File: config.mk
export PLATFORM = sky130hd
export DESIGN_NAME = evt_cell
export DESIGN_NICKNAME = d
export VERILOG_FILES = /design/src/hdl/evt_pkg.sv /design/src/hdl/evt_cell.sv
export SDC_FILE = /design/constraint.sdc
export NUM_CORES = 1
export LEC_CHECK = 0
export ABC_AREA = 0
export BUFFER_PORTS_ARGS = -buffer_cell sky130_fd_sc_hd__buf_4
export CAP_MARGIN = 20
export CORE_MARGIN = 5
export CORE_UTILIZATION = 38
export DETAILED_ROUTE_END_ITERATION = 10
export HOLD_SLACK_MARGIN = 0.08
export MAX_ROUTING_LAYER = met4
export PLACE_DENSITY = 0.81
export SLEW_MARGIN = 25
export SYNTH_ARGS = -nofsm -noshare
export SYNTH_HDL_FRONTEND = slang
export SYNTH_SLANG_ARGS = --single-unit
export TNS_END_PERCENT = 5
File: constraint.sdc
create_clock -name i_clk -period 3.9 [get_ports i_clk]
set_clock_uncertainty 0.1 [all_clocks]
set_input_delay 0.78 -clock i_clk [delete_from_list [all_inputs] [get_ports i_clk]]
set_output_delay 0.78 -clock i_clk [all_outputs]
set_load 0.02 [all_outputs]
File: src/hdl/evt_pkg.sv
// ----------------------------------------------------------------------------
// Element vector table package
// Request and response payload types, request kinds, status codes and the
// token that walks the row of storage cells.
// ----------------------------------------------------------------------------
package evt_pkg;

    // Request kinds carried in req_type.
    localparam logic [2:0] REQ_PUSH      = 3'd0;
    localparam logic [2:0] REQ_POP       = 3'd1;
    localparam logic [2:0] REQ_READ      = 3'd2;
    localparam logic [2:0] REQ_WRITE     = 3'd3;
    localparam logic [2:0] REQ_DELETE    = 3'd4;
    localparam logic [2:0] REQ_READ_LAST = 3'd5;

    // Status codes of a response.
    localparam logic [1:0] ST_OK    = 2'd0;
    localparam logic [1:0] ST_RANGE = 2'd1;
    localparam logic [1:0] ST_EMPTY = 2'd2;
    localparam logic [1:0] ST_FULL  = 2'd3;

    typedef struct packed {
        logic [2:0]  req_type;
        logic [5:0]  index;
        logic [31:0] value;
    } t_evt_req;

    typedef struct packed {
        logic [1:0]  status;
        logic [31:0] read_data;
        logic [5:0]  slot_index;
        logic [6:0]  count;
    } t_evt_rsp;

    // Control part of the token handed from one cell to the next.
    typedef struct packed {
        logic vld;
        logic found;
    } t_evt_tok;

endpackage

File: src/hdl/evt_cell.sv
// ----------------------------------------------------------------------------
// Element vector table storage cell
// Holds one element. When the request token passes, the cell writes,
// reads, or takes over its upper neighbor's element during a delete.
// ----------------------------------------------------------------------------
module evt_cell #(
    parameter int POS = 0,
    parameter int CW  = 7,
    parameter int EW  = 32
) (
    input  logic             i_clk,
    input  logic             i_rst_n,
    input  logic [2:0]       i_op,
    input  logic             i_act,
    input  logic [CW-1:0]    i_tgt,
    input  logic [CW-1:0]    i_count,
    input  logic [EW-1:0]    i_val,
    input  evt_pkg::t_evt_tok i_tok,
    input  logic [EW-1:0]    i_rdata,
    input  logic [EW-1:0]    i_next_elem,
    output evt_pkg::t_evt_tok o_tok,
    output logic [EW-1:0]    o_rdata,
    output logic [EW-1:0]    o_elem
);
    import evt_pkg::*;

    localparam logic [CW-1:0] POS_C = CW'(POS);

    logic [EW-1:0] r_elem;
    logic [EW-1:0] r_rdata;
    logic          r_tok_vld;
    logic          r_found;
    logic          w_tgt_hit;
    logic          w_live;
    logic          w_match;
    logic          w_hit;
    logic          w_go;

    assign w_go      = i_tok.vld && i_act;
    assign w_tgt_hit = (POS_C == i_tgt);
    assign w_live    = (POS_C < i_count);
    assign w_match   = w_live && (r_elem == i_val);
    // Once a lower cell has matched, every cell above shifts down by one.
    assign w_hit     = i_tok.found || w_match;

    always_ff @(posedge i_clk) begin
        if (!i_rst_n) begin
            r_tok_vld <= 1'b0;
        end else begin
            r_tok_vld <= i_tok.vld;
        end
    end

    always_ff @(posedge i_clk) begin
        if (w_go) begin
            if ((i_op == REQ_PUSH || i_op == REQ_WRITE) && w_tgt_hit) begin
                r_elem <= i_val;
            end else if (i_op == REQ_DELETE && w_hit) begin
                r_elem <= i_next_elem;
            end
        end
        if (w_go && (i_op == REQ_READ || i_op == REQ_READ_LAST) && w_tgt_hit) begin
            r_rdata <= r_elem;
        end else begin
            r_rdata <= i_rdata;
        end
        r_found <= (i_op == REQ_DELETE) && w_hit;
    end

    assign o_tok   = '{vld: r_tok_vld, found: r_found};
    assign o_rdata = r_rdata;
    assign o_elem  = r_elem;

endmodule

Yosys cells after proc, flatten, opt, wreduce, memory -nomap -nowiden
Index checks and enable logic that the tools add are counted.
- RAM bits: 0
- memories kept: 0
- latch bits: 0
- word-level logic and storage cells: 26
- bits of input ports: 118
- output and inout port bits: 66
- ROM bits: 0
- bits in registers: 66
- shifts and indexed selects: 0
- $add $sub $neg: 0
- bitwise gates (word level): 0
- equal/unequal tests: 5
- div/mod/pow operators: 0
- reduce and logical (&&, ||, !) cells: 13
- mux-type cells: 3
- $mul: 0
- $lt $le $gt $ge: 1
- operators with widths (operator ; count):
    32-bit two-way mux ; 3
    32-bit equality test ; 1
    7-bit zero test ; 1
    1-bit by 7-bit < comparator with 1-bit output, first input constant ; 1
    3-bit by 2-bit equality test with 1-bit output, second input constant ; 2
    3-bit equality test, second input constant ; 2
    1-bit logical AND ; 6
    3-bit zero test ; 1
    1-bit logical OR ; 3
    2-bit AND reduction ; 1
    2-bit nonzero test ; 1

Logic depth before layout (Yosys ltp)
- depth in word-level cells: 6
- gate-level depth with buffers: 6
- mapped depth without buffers: 5

Worst setup path after synthesis
Ideal clock, no wire load.
- path kind: input-to-reg
- start: input i_tgt[2]
- end: register r_elem[0] (netlist: o_elem[0]) (enable)
- stages: 6
- path buffers: 1
- arrival time: 3369 ps
- data required time: 3368 ps
- slack: -1 ps
- library setup time: 432 ps
- path through: nor4_1 > nand2_1 > nor3_4 > buf_6 > a21oi_1 > a21oi_1
- longest elaborated chain between the ends: 4
- ends and longest elaborated chain (element ; RTL line ; RTL):
    start: declaration ; evt_cell.sv:15 ; input logic [CW-1:0] i_tgt,
    7-bit zero test ; evt_cell.sv:40 ; assign w_tgt_hit = (POS_C == i_tgt);
    1-bit logical AND ; evt_cell.sv:56 ; if ((i_op == REQ_PUSH || i_op == REQ_WRITE) && w_tgt_hit) begin
    2-bit nonzero test (no line) ; -- ;
    2-bit AND reduction (no line) ; -- ;
    end signal: assignment ; evt_cell.sv:57 ; r_elem <= i_val;
    end signal: assignment ; evt_cell.sv:59 ; r_elem <= i_next_elem;
    end: declaration ; evt_cell.sv:29 ; logic [EW-1:0] r_elem;
No other way between the ends.
A chain may end at the register's enable or synchronous reset.

Worst setup path in the final report
- start: input i_val[4]
- end: register r_elem[20] (netlist: o_elem[20]) (enable)
- longest elaborated chain between the ends: 6
- ends and longest elaborated chain (element ; RTL line ; RTL):
    start: declaration ; evt_cell.sv:17 ; input logic [EW-1:0] i_val,
    32-bit equality test ; evt_cell.sv:42 ; assign w_match = w_live && (r_elem == i_val);
    1-bit logical AND ; evt_cell.sv:42 ;
    1-bit logical OR ; evt_cell.sv:44 ; assign w_hit = i_tok.found || w_match;
    1-bit logical AND ; evt_cell.sv:58 ; end else if (i_op == REQ_DELETE && w_hit) begin
    2-bit nonzero test (no line) ; -- ;
    2-bit AND reduction (no line) ; -- ;
No other way between the ends.

==> flow_summary.ini <==
[timing]
tightest_slew_ns = 0.441
fmax_mhz = 376
setup_viol = 0
fin_tns_setup_ns = 0
rsz0062_at_grt = no
slew_headroom_pct = 70.3
final_hold_viol_count = 0
finalCriticalPeriod_ns = 2.66
drv_slew = 0
post-route-period-util_pct = 68.2

[grt]
grt_pass1_wl_um = 12800
gr-total-overflow = 0
grt_pass1_vias = 2621
antenna_found_initial = 0
grt_max_degree = 25
track_usage_pct = 17.4

[synth]
synth.most_common_cell = mux2_2
synth_cells = 201
synth.ff_latch_count = 66
synth_top_area_share_pct = 32.9
ys.flop_type = dfxtp_1
syn_area_mm2 = 0.00292
ys_seq_area_share_pct = 56.3
synthTopCellsByCount = 60 x mux2_2, 34 x dfxtp_1, 32 x edfxtp_1
synth_edf_count = 32
ys_async_sr_fraction_pct = 0
synth_cell_types = 18
synth.avg_cell_area_um2 = 14.5
yosysTopAreaCell = edfxtp_1
synth_area_leaders = edfxtp_1 33%, dfxtp_1 23%, mux2_2 23%
yosys_warnings = 0
synth_nets = 319

[min_path]
holdPathStages = 1
hold_path_class = reg -> reg

[clock_tree]
cts_sinks = 66
postCtsSetupBuffers = 0
clk_path_buf_depth = 2
clkSlewWorstSetupHoldPaths_ns = 0.07
cts_root_buffer = clkbuf_8
cts_tree = built
holdBufCountCts = 0
cts_resized = 0
numCtsBuffers = 9
htree_num_levels = 3
clk_latency_ns = 0.33

[pwr]
internal_power_mw = 1.15
ir_worst_vdd_v = 0.000206
totalPowerFinal_mw = 1.49
p_seq_share_pct = 50.9
comb_power_share_pct = 14.9
powerDensity_mw_per_mm2 = 325
leakage_nw = 1.94
power.switching_mw = 0.336
clock_power_share_pct = 34.2
switching_share_pct = 22.6

[place]
dp_hpwl_um = 6610
place_congestion = 0.758
port_buffers = 183
dp.cells = 483

[floorplanning]
std_cell_rows = 32
die-area_mm2 = 0.00953
io_pins = 184
die_w_um = 97.6
start_util_pct = 38.4
core_mm2 = 0.00761
fp.dieH_um = 97.6

[outcome]
outcome = finished, final reports clean

[routing]
avgViaCountPerCell = 4.66
drc = 0
antenna_left = 0
routedWlPerCell_um = 16.2
detail_route.iter0.violations = 22
drt-total-wl_um = 8060
vias = 2323
dr.pass1.iters = 4

[worst_setup_path]
criticalPathCategory = in -> reg
r2r_cells = 6
critPathMaxFanout = 24
cp-end-kind = flop
cp-start-kind = input pin
worstPathArrival_ns = 2.59
crit_required_ns = 3.83

[finish]
utilization_pct = 60.1
final_cell_count_no_fill = 499
nNetsFinal = 510
drive_gt1_share_pct = 66.8
diodes = 0
syn_to_final_growth_pct = 56.7

[job]
maxCapViolations = 0
power groups by stage:
| stage | Clock (mW) | Sequential, mW | Combinational [mW] |
|---|---|---|---|
| 2_1_floorplan | 0 | 0.799 | 0.0559 |
| 3_3_place_gp | 0 | 0.772 | 0.219 |
| 3_5_place_dp | 0 | 0.773 | 0.224 |
| 4_1_cts | 0.525 | 0.757 | 0.225 |
| 5_1_grt | 0.557 | 0.759 | 0.240 |
| 6_report | 0.508 | 0.757 | 0.222 |
cell families after synthesis:
kind of cell    share of synthesized area [%]
xor+xnor                                 9.91
buf+inv                                  2.83
flops                                    56.3
compound gates                          0.514
simple gates                             5.79
mux                                      24.7
metal layers:
metal,global-route usage (%),vias up,wire [um]
met2,29.7,98,4280
met3,4.88,7,503
met5,-,-,0
met1,19.9,1101,3230
li1,-,1117,-
met4,5.11,0,53
per-stage QoR:
step,hold WS [ns],setup WS [ns],area (um2)
floorplan,0.559,0.704,2920
global placement,0.429,0.810,4400
detailed placement,0.439,0.826,4400
CTS,0.457,1.18,4570
global route,0.482,1.09,4570
finish,0.449,1.24,4570
worst paths after layout:
kind,startpoint,end,slack (ns)
min reg2reg,o_elem[30],o_rdata[30],0.45
max,i_val[4],o_elem[20],1.24
min,o_elem[30],o_rdata[30],0.45
max reg2reg,o_elem[4],o_elem[20],1.36
layout make-up:
class | count | area [um2]
clock buffers | 13 | 159
clock inverters | 3 | 15.0
fillers | 626 | 3040
multi-input cells | 127 | 1200
flip-flops and latches | 66 | 1640
well taps | 102 | 128
repair buffers | 188 | 1420
critical path: stages:
cell and delay (ns):
buf_4 0.12, xnor2_1 0.16, nand4_1 0.17, nor4_1 0.47, nand4_1 0.25, a21oi_4 0.38
buf_12 0.24
flip-flops by register name, summed over array words and instances (netlist names):
signal,count
r_tok_vld,1
o_rdata,32
r_found,1
o_elem,32
layout by cell type (no fill, tap or decap):
cell type / n
clkbuf_1: 2
nor3_1: 2
clkinv_2: 3
edfxtp_1: 32
nor4_1: 4
xnor2_1: 27
dfxtp_1: 34
nand4_1: 8
clkbuf_8: 11
mux2_2: 60
xor2_1: 6
nor2_1: 3
a21oi_4: 1
buf_12: 1
buf_4: 187
or4_1: 1
nor3_4: 2
nor3b_1: 1
a21oi_1: 2
nand2_1: 5
and2_1: 1
mux2_1: 4
No activity file was read; power rests on OpenSTA's default activity.
